`src/design/ftj_pkg.sv`:
```
// Shared types and constants of the full text justifier.
// No dependencies; all but ftj_if and ftj_ram refer to it by scoped names.
package ftj_pkg;

  localparam int MAX_WIDTH = 32;
  localparam int MAX_WORDS = 16;
  localparam int CMD_DEPTH = 4;

  localparam logic [7:0] SPACE_CHAR  = 8'h20;
  localparam logic [5:0] WIDTH_RESET = 6'd16;

  typedef enum logic {
    OP_APPEND = 1'b0,
    OP_EMIT   = 1'b1
  } cmd_op_t;

  typedef struct packed {
    cmd_op_t    op;
    logic       last;
    logic       run_end;
    logic [5:0] len;
  } cmd_t;

  typedef struct packed {
    logic full;
    logic empty;
  } fifo_stat_t;

  typedef struct packed {
    logic [7:0] out_char;
    logic       line_end;
    logic       final_line;
    logic       run_end;
  } res_t;

endpackage

```
`src/design/ftj_if.sv`:
```
// Channel interfaces of the full text justifier: input, result and configuration.
// Each carries valid, ready and its payload; no package dependency.
interface ftj_in_if;
  logic       valid;
  logic       ready;
  logic [7:0] char_code;
  logic       word_end;
  logic       text_end;
  modport source (output valid, char_code, word_end, text_end, input ready);
  modport sink (input valid, char_code, word_end, text_end, output ready);
endinterface

interface ftj_out_if;
  logic       valid;
  logic       ready;
  logic [7:0] out_char;
  logic       line_end;
  logic       final_line;
  logic       run_end;
  modport source (output valid, out_char, line_end, final_line, run_end, input ready);
  modport sink (input valid, out_char, line_end, final_line, run_end, output ready);
endinterface

interface ftj_cfg_if;
  logic       valid;
  logic       ready;
  logic [5:0] line_width;
  modport source (output valid, line_width, input ready);
  modport sink (input valid, line_width, output ready);
endinterface

```
`src/design/ftj_ram.sv`:
```
// Generic single write port, single read port RAM with registered read data.
// No dependencies.
module ftj_ram #(
  parameter int WIDTH = 8,
  parameter int DEPTH = 32
) (
  input  logic                     clk,
  input  logic                     we,
  input  logic [$clog2(DEPTH)-1:0] waddr,
  input  logic [WIDTH-1:0]         wdata,
  input  logic                     re,
  input  logic [$clog2(DEPTH)-1:0] raddr,
  output logic [WIDTH-1:0]         rdata
);

  logic [WIDTH-1:0] mem_r [DEPTH];

  always_ff @(posedge clk) begin
    if (we) begin
      mem_r[waddr] <= wdata;
    end
    if (re) begin
      rdata <= mem_r[raddr];
    end
  end

endmodule

```
`src/design/ftj_front.sv`:
```
// Front end: takes characters, gathers the current word and decides line breaks.
// Uses ftj_pkg and ftj_ram; issues append and emit commands to the command queue.
module ftj_front (
  input  logic                clk,
  input  logic                rst_n,
  input  logic [5:0]          width,
  input  logic                in_valid,
  output logic                in_ready,
  input  logic [7:0]          char_code,
  input  logic                word_end,
  input  logic                text_end,
  output logic                push,
  output ftj_pkg::cmd_t       push_cmd,
  input  ftj_pkg::fifo_stat_t fifo_stat,
  input  logic                append_done,
  input  logic                word_re,
  input  logic [4:0]          word_raddr,
  output logic [7:0]          word_rdata
);

  localparam int P_A   = 3;
  localparam int P_APP = 2;
  localparam int P_B   = 1;
  localparam int P_C   = 0;

  logic [5:0] wcc_r;
  logic [4:0] lwc_r;
  logic [5:0] ltl_r;
  logic [3:0] pend_r;
  logic       app_out_r;
  logic [5:0] len_r;
  logic       runa_r;

  logic       acc;
  logic       store;
  logic [5:0] wcnt;
  logic [5:0] len;
  logic [6:0] sum0;
  logic [6:0] sum1;
  logic       ea;
  logic       eb;
  logic       ec;
  logic [4:0] lwc1;
  logic [5:0] ltl1;
  logic [3:0] pend_clr;

  assign in_ready = (pend_r == 4'd0) && !app_out_r;
  assign acc      = in_valid && in_ready;

  always_comb begin
    store = wcc_r < width;
    wcnt  = store ? wcc_r + 6'd1 : wcc_r;
    len   = (wcnt < width) ? wcnt : width;
    sum0  = {1'b0, ltl_r} + {1'b0, len} + {2'b0, lwc_r};
    ea    = (lwc_r >= 5'(ftj_pkg::MAX_WORDS)) || ((lwc_r != 5'd0) && (sum0 > {1'b0, width}));
    lwc1  = ea ? 5'd0 : lwc_r;
    ltl1  = ea ? 6'd0 : ltl_r;
    sum1  = {1'b0, ltl1} + {1'b0, len} + {2'b0, lwc1};
    eb    = sum1 == {1'b0, width};
    ec    = text_end && !eb;
  end

  always_comb begin
    push             = (pend_r != 4'd0) && !fifo_stat.full;
    push_cmd.op      = ftj_pkg::OP_EMIT;
    push_cmd.last    = 1'b0;
    push_cmd.run_end = 1'b1;
    push_cmd.len     = len_r;
    pend_clr         = 4'd0;
    if (pend_r[P_A]) begin
      push_cmd.run_end = runa_r;
      pend_clr[P_A]    = 1'b1;
    end else if (pend_r[P_APP]) begin
      push_cmd.op      = ftj_pkg::OP_APPEND;
      push_cmd.run_end = 1'b0;
      pend_clr[P_APP]  = 1'b1;
    end else if (pend_r[P_B]) begin
      pend_clr[P_B] = 1'b1;
    end else begin
      push_cmd.last = 1'b1;
      pend_clr[P_C] = 1'b1;
    end
  end

  always_ff @(posedge clk) begin
    if (!rst_n) begin
      wcc_r     <= 6'd0;
      lwc_r     <= 5'd0;
      ltl_r     <= 6'd0;
      pend_r    <= 4'd0;
      app_out_r <= 1'b0;
    end else begin
      if (push) begin
        pend_r <= pend_r & ~pend_clr;
      end
      if (append_done) begin
        app_out_r <= 1'b0;
      end
      if (acc) begin
        if (word_end || text_end) begin
          wcc_r     <= 6'd0;
          pend_r    <= {ea, 1'b1, eb, ec};
          app_out_r <= 1'b1;
          len_r     <= len;
          runa_r    <= !eb && !ec;
          if (eb || ec) begin
            lwc_r <= 5'd0;
            ltl_r <= 6'd0;
          end else begin
            lwc_r <= lwc1 + 5'd1;
            ltl_r <= ltl1 + len;
          end
        end else begin
          wcc_r <= wcnt;
        end
      end
    end
  end

  ftj_ram #(
    .WIDTH(8),
    .DEPTH(ftj_pkg::MAX_WIDTH)
  ) u_word_ram (
    .clk  (clk),
    .we   (acc && store),
    .waddr(wcc_r[4:0]),
    .wdata(char_code),
    .re   (word_re),
    .raddr(word_raddr),
    .rdata(word_rdata)
  );

endmodule

```
`src/design/ftj_cmd_fifo.sv`:
```
// Short command queue between the front end and the line builder.
// Uses ftj_pkg for the command and status types.
module ftj_cmd_fifo (
  input  logic                clk,
  input  logic                rst_n,
  input  logic                push,
  input  ftj_pkg::cmd_t       push_data,
  input  logic                pop,
  output ftj_pkg::cmd_t       pop_data,
  output ftj_pkg::fifo_stat_t stat
);

  localparam int DEPTH = ftj_pkg::CMD_DEPTH;
  localparam int AW    = $clog2(DEPTH);

  ftj_pkg::cmd_t mem_r [DEPTH];
  logic [AW-1:0] wp_r;
  logic [AW-1:0] rp_r;
  logic [AW:0]   cnt_r;
  logic          do_push;
  logic          do_pop;

  assign stat.full  = cnt_r == (AW + 1)'(DEPTH);
  assign stat.empty = cnt_r == '0;
  assign do_push    = push && !stat.full;
  assign do_pop     = pop && !stat.empty;
  assign pop_data   = mem_r[rp_r];

  always_ff @(posedge clk) begin
    if (!rst_n) begin
      wp_r  <= '0;
      rp_r  <= '0;
      cnt_r <= '0;
    end else begin
      if (do_push) begin
        mem_r[wp_r] <= push_data;
        wp_r        <= wp_r + AW'(1);
      end
      if (do_pop) begin
        rp_r <= rp_r + AW'(1);
      end
      if (do_push && !do_pop) begin
        cnt_r <= cnt_r + (AW + 1)'(1);
      end else if (do_pop && !do_push) begin
        cnt_r <= cnt_r - (AW + 1)'(1);
      end
    end
  end

endmodule

```
`src/design/ftj_back.sv`:
```
// Line builder: appends words to the line store and emits justified lines.
// Uses ftj_pkg and ftj_ram; reads the word store of the front end while appending.
module ftj_back (
  input  logic                clk,
  input  logic                rst_n,
  input  logic [5:0]          width,
  input  ftj_pkg::fifo_stat_t fifo_stat,
  output logic                pop,
  input  ftj_pkg::cmd_t       cmd,
  output logic                append_done,
  output logic                word_re,
  output logic [4:0]          word_raddr,
  input  logic [7:0]          word_rdata,
  output logic                out_valid,
  input  logic                out_ready,
  output ftj_pkg::res_t       out_res
);

  localparam logic [1:0] ST_IDLE = 2'd0;
  localparam logic [1:0] ST_COPY = 2'd1;
  localparam logic [1:0] ST_DIV  = 2'd2;
  localparam logic [1:0] ST_GEN  = 2'd3;

  localparam logic [1:0] PH_WORD = 2'd0;
  localparam logic [1:0] PH_GAP  = 2'd1;
  localparam logic [1:0] PH_PAD  = 2'd2;

  logic [1:0]    state_r;
  logic [4:0]    n_r;
  logic [5:0]    t_r;
  logic [5:0]    wl_r [ftj_pkg::MAX_WORDS];
  ftj_pkg::cmd_t cmd_r;
  logic [5:0]    j_r;
  logic          wr_v_r;
  logic [5:0]    wr_addr_r;
  logic [3:0]    rem_r;
  logic [4:0]    quo_r;
  logic [2:0]    dbit_r;
  logic          single_r;
  logic [3:0]    i_r;
  logic [5:0]    jc_r;
  logic [4:0]    off_r;
  logic [5:0]    g_r;
  logic [1:0]    ph_r;
  logic [5:0]    k_r;
  logic          s1_v_r;
  logic          s1_space_r;
  logic          s1_le_r;
  logic          s1_fl_r;
  logic          s1_re_r;
  logic          out_v_r;
  ftj_pkg::res_t out_r;

  logic       out_free;
  logic       s1_free;
  logic       gen_adv;
  logic       copy_rd;
  logic       start_single;
  logic [5:0] s_w;
  logic [4:0] s5;
  logic [3:0] div_d;
  logic [4:0] div_try;
  logic       div_ge;
  logic       word_last;
  logic       more_words;
  logic [5:0] gap_len;
  logic       line_last;
  logic [7:0] line_rdata;

  always_comb begin
    out_free     = !out_v_r || out_ready;
    s1_free      = !s1_v_r || out_free;
    gen_adv      = (state_r == ST_GEN) && s1_free;
    pop          = (state_r == ST_IDLE) && !fifo_stat.empty;
    copy_rd      = (state_r == ST_COPY) && (j_r < cmd_r.len);
    append_done  = (state_r == ST_COPY) && !copy_rd;
    word_re      = copy_rd;
    word_raddr   = j_r[4:0];
    start_single = cmd.last || (n_r < 5'd2)
                   || (({1'b0, t_r} + {2'b0, n_r}) > ({1'b0, width} + 7'd1));
    s_w          = width - t_r;
    s5           = s_w[4:0];
    div_d        = 4'(n_r - 5'd1);
    div_try      = {rem_r, s5[dbit_r]};
    div_ge       = div_try >= {1'b0, div_d};
    word_last    = (jc_r + 6'd1) == wl_r[i_r];
    more_words   = ({1'b0, i_r} + 5'd1) < n_r;
    gap_len      = single_r ? 6'd1 : {1'b0, quo_r} + ((i_r < rem_r) ? 6'd1 : 6'd0);
    line_last    = k_r == (width - 6'd1);
  end

  always_ff @(posedge clk) begin
    if (!rst_n) begin
      state_r <= ST_IDLE;
      n_r     <= 5'd0;
      t_r     <= 6'd0;
      wr_v_r  <= 1'b0;
      s1_v_r  <= 1'b0;
      out_v_r <= 1'b0;
    end else begin
      unique case (state_r)
        ST_IDLE: begin
          if (pop) begin
            cmd_r    <= cmd;
            j_r      <= 6'd0;
            i_r      <= 4'd0;
            jc_r     <= 6'd0;
            off_r    <= 5'd0;
            k_r      <= 6'd0;
            ph_r     <= (n_r == 5'd0) ? PH_PAD : PH_WORD;
            single_r <= start_single;
            rem_r    <= 4'd0;
            quo_r    <= 5'd0;
            dbit_r   <= 3'd4;
            if (cmd.op == ftj_pkg::OP_APPEND) begin
              state_r <= ST_COPY;
            end else if (start_single) begin
              state_r <= ST_GEN;
            end else begin
              state_r <= ST_DIV;
            end
          end
        end
        ST_COPY: begin
          if (copy_rd) begin
            j_r <= j_r + 6'd1;
          end else begin
            wl_r[n_r[3:0]] <= cmd_r.len;
            n_r            <= n_r + 5'd1;
            t_r            <= t_r + cmd_r.len;
            state_r        <= ST_IDLE;
          end
        end
        ST_DIV: begin
          rem_r  <= div_ge ? 4'(div_try - {1'b0, div_d}) : div_try[3:0];
          quo_r  <= {quo_r[3:0], div_ge};
          dbit_r <= dbit_r - 3'd1;
          if (dbit_r == 3'd0) begin
            state_r <= ST_GEN;
          end
        end
        ST_GEN: begin
          if (gen_adv) begin
            k_r <= k_r + 6'd1;
            case (ph_r)
              PH_WORD: begin
                off_r <= off_r + 5'd1;
                if (word_last) begin
                  jc_r <= 6'd0;
                  if (more_words) begin
                    ph_r <= PH_GAP;
                    g_r  <= gap_len;
                  end else begin
                    ph_r <= PH_PAD;
                  end
                end else begin
                  jc_r <= jc_r + 6'd1;
                end
              end
              PH_GAP: begin
                if (g_r == 6'd1) begin
                  i_r  <= i_r + 4'd1;
                  ph_r <= PH_WORD;
                end else begin
                  g_r <= g_r - 6'd1;
                end
              end
              default: begin
              end
            endcase
            if (line_last) begin
              state_r <= ST_IDLE;
              n_r     <= 5'd0;
              t_r     <= 6'd0;
            end
          end
        end
        default: begin
          state_r <= ST_IDLE;
        end
      endcase

      wr_v_r    <= copy_rd;
      wr_addr_r <= t_r + j_r;

      if (out_free) begin
        out_v_r <= s1_v_r;
        if (s1_v_r) begin
          out_r.out_char   <= s1_space_r ? ftj_pkg::SPACE_CHAR : line_rdata;
          out_r.line_end   <= s1_le_r;
          out_r.final_line <= s1_fl_r;
          out_r.run_end    <= s1_re_r;
        end
      end

      if (gen_adv) begin
        s1_v_r     <= 1'b1;
        s1_space_r <= ph_r != PH_WORD;
        s1_le_r    <= line_last;
        s1_fl_r    <= cmd_r.last;
        s1_re_r    <= cmd_r.run_end && line_last;
      end else if (out_free) begin
        s1_v_r <= 1'b0;
      end
    end
  end

  assign out_valid = out_v_r;
  assign out_res   = out_r;

  ftj_ram #(
    .WIDTH(8),
    .DEPTH(ftj_pkg::MAX_WIDTH)
  ) u_line_ram (
    .clk  (clk),
    .we   (wr_v_r && (wr_addr_r < 6'(ftj_pkg::MAX_WIDTH))),
    .waddr(wr_addr_r[4:0]),
    .wdata(word_rdata),
    .re   (gen_adv && (ph_r == PH_WORD)),
    .raddr(off_r),
    .rdata(line_rdata)
  );

  a_word_count: assert property (@(posedge clk) disable iff (!rst_n)
    n_r <= 5'(ftj_pkg::MAX_WORDS))
    else $error("line word count above limit");

  a_text_len: assert property (@(posedge clk) disable iff (!rst_n)
    t_r <= 6'(ftj_pkg::MAX_WIDTH))
    else $error("line text length above line store size");

  a_gen_nonempty: assert property (@(posedge clk) disable iff (!rst_n)
    (state_r == ST_GEN) |-> (n_r != 5'd0))
    else $error("line emitted with no words");

endmodule

```
`src/design/full_text_justifier_core.sv`:
```
// Top level of the full text justifier: width register, front end, queue, line builder.
// Uses ftj_pkg, the channel interfaces, ftj_front, ftj_cmd_fifo and ftj_back.
//
// Usage: characters enter on in_ch, one character per handshake, each with word_end and
// text_end marks. Justified lines leave on out_ch, one character per handshake, every
// line exactly line_width characters (0 acts as 1, above 32 as 32), with line_end
// on its last character, final_line on the flushed last line, and run_end on the
// last character caused by one input word. cfg_ch writes line_width; write it only
// while the block is idle.
// Throughput: characters inside a word are taken back to back. A word end queues an
// append and up to two line emits; the next character waits until the word is
// copied into the line store. A line streams at one character per cycle while the
// receiver takes them, after a bit-serial gap divide when it is justified, through
// the s1 stage and the output register. Intake overlaps line output while the
// four-entry queue has room, but an append waits for lines queued ahead of it.
// A stalled receiver freezes the line generator; the output register holds.
// Reset: line width 16, empty line and word, queue empty; no memory clearing.
module full_text_justifier_core (
  input  logic        clk,
  input  logic        rst_n,
  ftj_in_if.sink      in_ch,
  ftj_out_if.source   out_ch,
  ftj_cfg_if.sink     cfg_ch
);

  logic [5:0]          line_width_r;
  logic [5:0]          eff_width;
  logic                push;
  ftj_pkg::cmd_t       push_cmd;
  logic                pop;
  ftj_pkg::cmd_t       pop_cmd;
  ftj_pkg::fifo_stat_t fifo_stat;
  logic                append_done;
  logic                word_re;
  logic [4:0]          word_raddr;
  logic [7:0]          word_rdata;
  logic                out_valid;
  ftj_pkg::res_t       out_res;

  assign cfg_ch.ready = 1'b1;

  always_ff @(posedge clk) begin
    if (!rst_n) begin
      line_width_r <= ftj_pkg::WIDTH_RESET;
    end else if (cfg_ch.valid) begin
      line_width_r <= cfg_ch.line_width;
    end
  end

  always_comb begin
    if (line_width_r == 6'd0) begin
      eff_width = 6'd1;
    end else if (line_width_r > 6'(ftj_pkg::MAX_WIDTH)) begin
      eff_width = 6'(ftj_pkg::MAX_WIDTH);
    end else begin
      eff_width = line_width_r;
    end
  end

  ftj_front u_front (
    .clk        (clk),
    .rst_n      (rst_n),
    .width      (eff_width),
    .in_valid   (in_ch.valid),
    .in_ready   (in_ch.ready),
    .char_code  (in_ch.char_code),
    .word_end   (in_ch.word_end),
    .text_end   (in_ch.text_end),
    .push       (push),
    .push_cmd   (push_cmd),
    .fifo_stat  (fifo_stat),
    .append_done(append_done),
    .word_re    (word_re),
    .word_raddr (word_raddr),
    .word_rdata (word_rdata)
  );

  ftj_cmd_fifo u_cmd_fifo (
    .clk      (clk),
    .rst_n    (rst_n),
    .push     (push),
    .push_data(push_cmd),
    .pop      (pop),
    .pop_data (pop_cmd),
    .stat     (fifo_stat)
  );

  ftj_back u_back (
    .clk        (clk),
    .rst_n      (rst_n),
    .width      (eff_width),
    .fifo_stat  (fifo_stat),
    .pop        (pop),
    .cmd        (pop_cmd),
    .append_done(append_done),
    .word_re    (word_re),
    .word_raddr (word_raddr),
    .word_rdata (word_rdata),
    .out_valid  (out_valid),
    .out_ready  (out_ch.ready),
    .out_res    (out_res)
  );

  assign out_ch.valid      = out_valid;
  assign out_ch.out_char   = out_res.out_char;
  assign out_ch.line_end   = out_res.line_end;
  assign out_ch.final_line = out_res.final_line;
  assign out_ch.run_end    = out_res.run_end;

endmodule
```
`src/flat_wrapper.sv`:
```
// flat-port wrapper written by rule: the top's interface ports become plain ports
module full_text_justifier_core_flat 
  (clk, rst_n, in_ch_valid, in_ch_char_code, in_ch_word_end, in_ch_text_end, in_ch_ready, out_ch_valid, out_ch_out_char, out_ch_line_end, out_ch_final_line, out_ch_run_end, out_ch_ready, cfg_ch_valid, cfg_ch_line_width, cfg_ch_ready);
  ftj_in_if in_ch_i ();
  ftj_out_if out_ch_i ();
  ftj_cfg_if cfg_ch_i ();
  input  logic clk;
  input  logic rst_n;
  input wire logic [$bits(in_ch_i.valid)-1:0] in_ch_valid;
  input wire logic [$bits(in_ch_i.char_code)-1:0] in_ch_char_code;
  input wire logic [$bits(in_ch_i.word_end)-1:0] in_ch_word_end;
  input wire logic [$bits(in_ch_i.text_end)-1:0] in_ch_text_end;
  output wire logic [$bits(in_ch_i.ready)-1:0] in_ch_ready;
  output wire logic [$bits(out_ch_i.valid)-1:0] out_ch_valid;
  output wire logic [$bits(out_ch_i.out_char)-1:0] out_ch_out_char;
  output wire logic [$bits(out_ch_i.line_end)-1:0] out_ch_line_end;
  output wire logic [$bits(out_ch_i.final_line)-1:0] out_ch_final_line;
  output wire logic [$bits(out_ch_i.run_end)-1:0] out_ch_run_end;
  input wire logic [$bits(out_ch_i.ready)-1:0] out_ch_ready;
  input wire logic [$bits(cfg_ch_i.valid)-1:0] cfg_ch_valid;
  input wire logic [$bits(cfg_ch_i.line_width)-1:0] cfg_ch_line_width;
  output wire logic [$bits(cfg_ch_i.ready)-1:0] cfg_ch_ready;
  assign in_ch_i.valid = in_ch_valid;
  assign in_ch_i.char_code = in_ch_char_code;
  assign in_ch_i.word_end = in_ch_word_end;
  assign in_ch_i.text_end = in_ch_text_end;
  assign in_ch_ready = in_ch_i.ready;
  assign out_ch_valid = out_ch_i.valid;
  assign out_ch_out_char = out_ch_i.out_char;
  assign out_ch_line_end = out_ch_i.line_end;
  assign out_ch_final_line = out_ch_i.final_line;
  assign out_ch_run_end = out_ch_i.run_end;
  assign out_ch_i.ready = out_ch_ready;
  assign cfg_ch_i.valid = cfg_ch_valid;
  assign cfg_ch_i.line_width = cfg_ch_line_width;
  assign cfg_ch_ready = cfg_ch_i.ready;
  full_text_justifier_core u_core (.clk(clk), .rst_n(rst_n), .in_ch(in_ch_i), .out_ch(out_ch_i), .cfg_ch(cfg_ch_i));
endmodule
```
`config.mk`:
```
export PLATFORM = sky130hd
export DESIGN_NAME = full_text_justifier_core_flat
export DESIGN_NICKNAME = d
export VERILOG_FILES = /design/src/design/ftj_pkg.sv /design/src/design/ftj_if.sv /design/src/design/ftj_ram.sv /design/src/design/ftj_front.sv /design/src/design/ftj_cmd_fifo.sv /design/src/design/ftj_back.sv /design/src/design/full_text_justifier_core.sv /design/src/flat_wrapper.sv
export SDC_FILE = /design/constraint.sdc
export NUM_CORES = 1
export LEC_CHECK = 0
export BUFFER_PORTS_ARGS = -buffer_cell sky130_fd_sc_hd__buf_2
export CORE_MARGIN = 4
export CORE_UTILIZATION = 60
export CTS_BUF_LIST = sky130_fd_sc_hd__clkbuf_4 sky130_fd_sc_hd__clkbuf_8
export CTS_CLUSTER_SIZE = 8
export DETAILED_ROUTE_END_ITERATION = 8
export GPL_TIMING_DRIVEN = 0
export PLACE_DENSITY = 0.86
export SKIP_CTS_REPAIR_TIMING = 1
export SYNTH_ARGS = -nofsm -noshare
export SYNTH_HDL_FRONTEND = slang
export SYNTH_HIERARCHICAL = 1
export SYNTH_SLANG_ARGS = --single-unit
```
`constraint.sdc`:
```
create_clock -name clk -period 28.4 [get_ports clk]
set_clock_uncertainty 0.15 [all_clocks]
set_input_delay 4.26 -clock clk [delete_from_list [all_inputs] [get_ports clk]]
set_output_delay 4.26 -clock clk [all_outputs]
set_load 0.02 [all_outputs]
```
Word-level counts from Yosys, hierarchy flattened
Memories as Yosys holds them, arrays and structs flattened. A register that Yosys moved wholly into a read port is not among the register bits. Cells that the tools add are included.

Reduce and logical (&&, ||, !) cells: 66. Add/sub/neg operators: 29. Bitwise operators: 2. $lt $le $gt $ge: 13. Mux-type cells: 98. Equality and inequality tests: 24.

Operator list (count): 2-to-1 mux 6 bit (20); case mux 6 bit (2 select lines) (5); 2-to-1 mux 5 bit (8); 2-to-1 mux 4 bit (9); 2-to-1 mux 2 bit (16); case mux 5 bit (2 select lines) (3); 2-to-1 mux 1 bit (26); adder 6 x 1 -> 6 bit (second input constant) (4); adder 6 bit (3); logical AND 1 bit (18); less-than comparator 6 bit (3); inequality test 2 bit (second input constant) (8); case mux 4 bit (2 select lines) (2); nonzero test 2 bit (8); adder 5 x 1 -> 5 bit (second input constant) (3); adder 6 x 6 -> 7 bit (2); adder 7 x 5 -> 7 bit (2); AND reduction 7 bit (2); equality test 6 bit (2); 2-to-1 mux 3 bit (4); AND reduction 3 bit (4); AND reduction 4 bit (3); subtractor 6 x 1 -> 6 bit (second input constant) (2); zero test 1 bit (10); other kinds (46) (65).

Memories kept: 4. Input port bits: 21. RAM bits: 644. Register bits: 135. Output and inout port bits: 14.

Memory list: u_core.u_back.u_line_ram.mem_r (words 32, bits a word 8, rd ports 1, clocked after Yosys merged registers in 1, wr ports 1, RTL line ftj_ram.sv:16) `logic [WIDTH-1:0] mem_r [DEPTH];`; u_core.u_front.u_word_ram.mem_r (words 32, bits a word 8, rd ports 1, clocked after Yosys merged registers in 1, wr ports 1, RTL line ftj_ram.sv:16); u_core.u_back.wl_r (words 16, bits a word 6, rd ports 1, clocked after Yosys merged registers in 1, wr ports 1, RTL line ftj_back.sv:31) `logic [5:0] wl_r [ftj_pkg::MAX_WORDS];`; u_core.u_cmd_fifo.mem_r (words 4, bits a word 9, rd ports 1, clocked after Yosys merged registers in 1, wr ports 1, RTL line ftj_cmd_fifo.sv:16) `ftj_pkg::cmd_t mem_r [DEPTH];`.

Depth between registers and ports, before layout
Depth in word-level cells: 20. Gate-level depth with buffers: 46.

By module
The synthesis kept the hierarchy.

By module, submodules not included: ftj_ram (seq. area each 7927.6 um^2, cells an instance 417, times used 2, area an instance 10133.5 um^2); ftj_back (seq. area each 5595.4 um^2, cells an instance 766, times used 1, area an instance 9835.7 um^2); ftj_front (seq. area each 650.6 um^2, cells an instance 320, times used 1, area an instance 2797.7 um^2); ftj_cmd_fifo (seq. area each 1261.2 um^2, cells an instance 95, times used 1, area an instance 1781.7 um^2); full_text_justifier_core (seq. area each 120.1 um^2, cells an instance 29, times used 1, area an instance 276.5 um^2).

Worst setup path before layout
Ideal clock, no wire load.

Path kind: register to register. From: register u_core.line_width_r[3]. To: register u_core.u_front.lwc_r[4]. Path buffers: 3. Cell stages (with the launch flop): 45. Path slack: 18688 ps. Arrival: 9447 ps. Library setup time: 115 ps. Cells stage by stage: dfxtp_1 -> or4_1 -> a21oi_1 -> nand2b_1 -> a211oi_2 -> nor2_1 -> nor2_1 -> nand4_1 -> nor2_1 -> xor2_1 -> ha_1 -> a21oi_1 -> o21ai_0 -> a31oi_1 -> clkbuf_1 -> nor2_1 -> a21oi_1 -> inv_1 -> [... 9 more ...] -> o2bb2a_4 -> buf_6 -> clkbuf_1 -> and2_1 -> inv_1 -> fa_1 -> inv_1 -> ha_1 -> inv_1 -> fa_1 -> xnor2_1 -> a211oi_1 -> o211ai_1 -> nor4_1 -> nor2_1 -> nand2_1 -> o21ai_0 -> and2_1.

Word-level cells in the longest chain between the ends: 20.

Ends and longest elaborated chain: start, declared (RTL line full_text_justifier_core.sv:26) `logic [5:0] line_width_r;`; start signal, assigned (RTL line full_text_justifier_core.sv:44) `line_width_r <= ftj_pkg::WIDTH_RESET;`; start signal, assigned (RTL line full_text_justifier_core.sv:46) `line_width_r <= cfg_ch.line_width;`; > comparator 6 bit (RTL line full_text_justifier_core.sv:53) `end else if (line_width_r > 6'(ftj_pkg::MAX_WIDTH)) begin`; 2-to-1 mux 6 bit (RTL line full_text_justifier_core.sv:53); 2-to-1 mux 6 bit (*) (RTL line full_text_justifier_core.sv:51) `if (line_width_r == 6'd0) begin`; net u_core.eff_width[0] (RTL line full_text_justifier_core.sv:27) `logic [5:0] eff_width;`; less-than comparator 6 bit (RTL line ftj_front.sv:51) `store = wcc_r < width;`; 2-to-1 mux 6 bit (RTL line ftj_front.sv:52) `wcnt = store ? wcc_r + 6'd1 : wcc_r;`; less-than comparator 6 bit (RTL line ftj_front.sv:53) `len = (wcnt < width) ? wcnt : width;`; 2-to-1 mux 6 bit (*) (RTL line ftj_front.sv:53); net u_core.u_front.len[0] (RTL line ftj_front.sv:37) `logic [5:0] len;`; [... 5 more ...]; 2-to-1 mux 6 bit (RTL line ftj_front.sv:57) `ltl1 = ea ? 6'd0 : ltl_r;`; adder 6 x 6 -> 7 bit (RTL line ftj_front.sv:58) `sum1 = {1'b0, ltl1} + {1'b0, len} + {2'b0, lwc1};`; adder 7 x 5 -> 7 bit (RTL line ftj_front.sv:58); equality test 7 x 6 -> 1 bit (RTL line ftj_front.sv:59) `eb = sum1 == {1'b0, width};`; zero test 1 bit (RTL line ftj_front.sv:60) `ec = text_end && !eb;`; logical AND 1 bit (RTL line ftj_front.sv:60); logical OR 1 bit (RTL line ftj_front.sv:106) `if (eb || ec) begin`; 2-to-1 mux 5 bit (*) (RTL line ftj_front.sv:106); end signal, assigned (RTL line ftj_front.sv:110) `lwc_r <= lwc1 + 5'd1;`; end, declared (RTL line ftj_front.sv:27) `logic [4:0] lwc_r;`.

Mark *: on every way through the listed nets, which the timed path passes. The rest lies on a longest branch. A chain may end at the register's enable or synchronous reset.

Worst setup path after layout
From: register u_core.line_width_r[5]. To: register u_core.u_front.lwc_r[4].

Same word-level chain as after synthesis.

==> metrics.cfg <==
[status]
status=finished, final reports clean

[layout]
finalNonFillerCells=3053
area_growth_pct=10.1
multi_input_area_um2=10800
final_cell_mix=744 x edfxtp_1, 185 x mux4_2, 131 x nor2_1
nNetsFinal=2343
final_common_cell=edfxtp_1
drive_gt1_share_pct=22.1
fillerInstances=3666
seqCellArea_um2=23500

[synth]
ys_ff_latch=801
synth_area_leaders=edfxtp_1 64%, mux4_2 12%, ha_1 3.8%
syn_area_um2=35000
synth-edff-count=744
yosysWarnings=6
syn_area_per_cell_um2=17.1
synth_top_area_cell=edfxtp_1
synth-async-reset-ratio_pct=0
synth_ff_type=edfxtp_1
synth.top_cell.area_share_pct=63.9
synthDistinctLibCells=79
syn_inst=2044
synth_nets=2188
yosysSeqAreaShare_pct=67.2

[floorplanning]
coreArea_um2=57700
die_w_um=249
start_util_pct=60.6
dieArea_um2=62200
design.portCount=35
num_rows=88
die_h_um=249

[drt]
antenna_left=0
wl_per_cell_um=24.4
post-route-drc-count=0
firstDrtPassIters=6
vias=19400
routed_wl_mm=74.5
initialDrtViolationCount=2331
vias_per_cell=6.34

[placed_design]
dp_cells=2841
portBuffers=32
dp_hpwl_mm=50.8
place_congestion=0.884

[hold_path]
worst_hold_startpoint=u_core/u_back/s1_re_r
hold_depth=0
holdPathEnd=u_core/u_back/out_res[0]
hold_class=reg -> reg

[timing]
max_slew_margin_pct=14.3
hold_viol_final=0
tightest_slew_ns=1.28
fmax_mhz=79.6
final.min_clock_period_ns=12.56
tns_ns=0
rsz0062_at_grt=false
setup_violations=0
drv_slew=0
period_share_pct=44.2

[clock_network]
ctsLongestPathBuffers=3
root_buffer=clkbuf_8
cts_made_buffers=121
cts_tree=yes
clk_latency_ns=0.75
clock_sinks=801
htreeDepth=3
clk_transition_reported_paths_ns=0.06

[global_routing]
grt_pass1_vias=19800
grtUsageTotal_pct=24.0
antenna_found_initial=3
grt_pass1_wl_mm=115
overflow=0
grt_start_max_net_pins=33

[worst_setup_path]
cp_top_family=simple AND/OR/NAND/NOR gates
crit_type=reg -> reg
r2r_cells=41
slowest_delay_ns=0.99
crit_path_end_kind=register
r2r-end=u_core/u_front/lwc_r[4]
slowest_stage=nor2b_1
required_ns=28.87
cp.arrival_ns=13.03
reg2reg_slack_ns=15.84
cp-start-kind=register
r2r_start=u_core/line_width_r[5]
crit_top_cell=ha_1
worst-path-buf-inv=7
crit_path_max_fanout=10

[run]
drv_cap=0

[pwr]
powerDensity_nw_per_um2=80.7
peakVddDrop_mv=0.0586
p_leak_uw=0.0130

[power breakdown]
| part | switching (uW) | internal [uW] |
|---|---|---|
| clock | 423 | 512 |
| sequential | 78.8 | 1380 |
| combinational | 383 | 323 |
[layer usage]
layer  part of all wire (%)  global-route usage, %  up-vias
met5                  0.017                      0        -
met4                    3.0                   8.19        2
met3                    9.1                   4.09      165
met2                     49                   38.5     1046
met1                     39                   34.1     9861
li1                       -                      -     8290
[how the worst max path moves through the flow]
stage | start | endpoint | slack, ns | cells after the start
2_1_floorplan | u_core/line_width_r[3] | u_core/u_front/lwc_r[4] | 18.69 | 44
3_3_place_gp | u_core/line_width_r[4] | u_core/u_front/lwc_r[4] | 16.62 | 44
3_5_place_dp | u_core/line_width_r[4] | u_core/u_front/lwc_r[4] | 16.12 | 44
4_1_cts | u_core/line_width_r[4] | u_core/u_front/lwc_r[4] | 16.07 | 44
5_1_grt | u_core/line_width_r[5] | u_core/u_front/lwc_r[4] | 15.26 | 45
6_report | u_core/line_width_r[5] | u_core/u_front/lwc_r[4] | 15.84 | 41
[cell type report]
class	instances	share of cell area (%)
plain buffers	85	1.14
inverters	73	0.712
multi-input cells	1085	28.0
diodes	1	0.00650
flip-flops and latches	801	61.0
clock inverters	23	0.491
well taps	765	2.49
repair buffers	32	0.416
clock buffers	188	5.76
[cells by family after synthesis]
family,Yosys count,synth area share (%)
DFF,801,67.2
and+or+nand+nor,443,6.44
muxes,238,13.5
other,2,0.0215
adders and majority gates,123,4.77
buffers and inverters,158,2.04
xor gates and xnor gates,89,2.23
AOI/OAI and AO/OA,190,3.80
[Yosys cell counts, drive strengths merged, types with 9 or more instances]
| cell | n |
|---|---|
| edfxtp | 744 |
| mux4 | 185 |
| nor2 | 131 |
| ha | 106 |
| nand2 | 80 |
| inv | 73 |
| xnor2 | 59 |
| dfxtp | 57 |
| nor2b | 55 |
| buf | 46 |
| nand3 | 41 |
| clkbuf | 39 |
| o21ai | 38 |
| a21oi | 37 |
| and2 | 33 |
| xor2 | 30 |
| mux2 | 27 |
| a21o | 26 |
| mux2i | 26 |
| nor3 | 23 |
| fa | 17 |
| nand2b | 17 |
| nand3b | 14 |
| a21boi | 12 |
| a22oi | 12 |
| nand4 | 9 |
[registers in the layout, indices dropped and copies added, names as in the netlist, 6 cells and up, named ones only]
register / flops
u_core/u_back/j_r: 6
u_core/u_front/u_word_ram/mem_r: 256
u_core/u_front/wcc_r: 6
u_core/u_front/len_r: 6
u_core/u_back/u_line_ram/rdata: 8
u_core/line_width_r: 6
u_core/u_back/jc_r: 6
u_core/u_back/wr_addr_r: 6
u_core/u_back/g_r: 6
u_core/u_front/u_word_ram/rdata: 8
u_core/u_front/ltl_r: 6
u_core/u_back/t_r: 6
u_core/u_cmd_fifo/mem_r: 36
u_core/u_back/k_r: 6
u_core/u_back/u_line_ram/mem_r: 256
u_core/u_back/wl_r: 96
u_core/u_back/out_res: 11
u_core/u_back/cmd_r: 8
[stage by stage]
stage	utilization, %	power, uW	instance area [um^2]	hold slack, ns	setup slack, ns
2_1_floorplan	-	1960	35000	0.250	18.69
3_3_place_gp	62.5	2140	36100	0.254	16.62
3_5_place_dp	62.5	2180	36100	0.259	16.12
4_1_cts	66.7	3110	38500	0.276	16.07
5_1_grt	66.7	3240	38500	0.293	15.26
6_report	66.7	3100	38500	0.273	15.84
No activity file was read; power rests on OpenSTA's default activity.
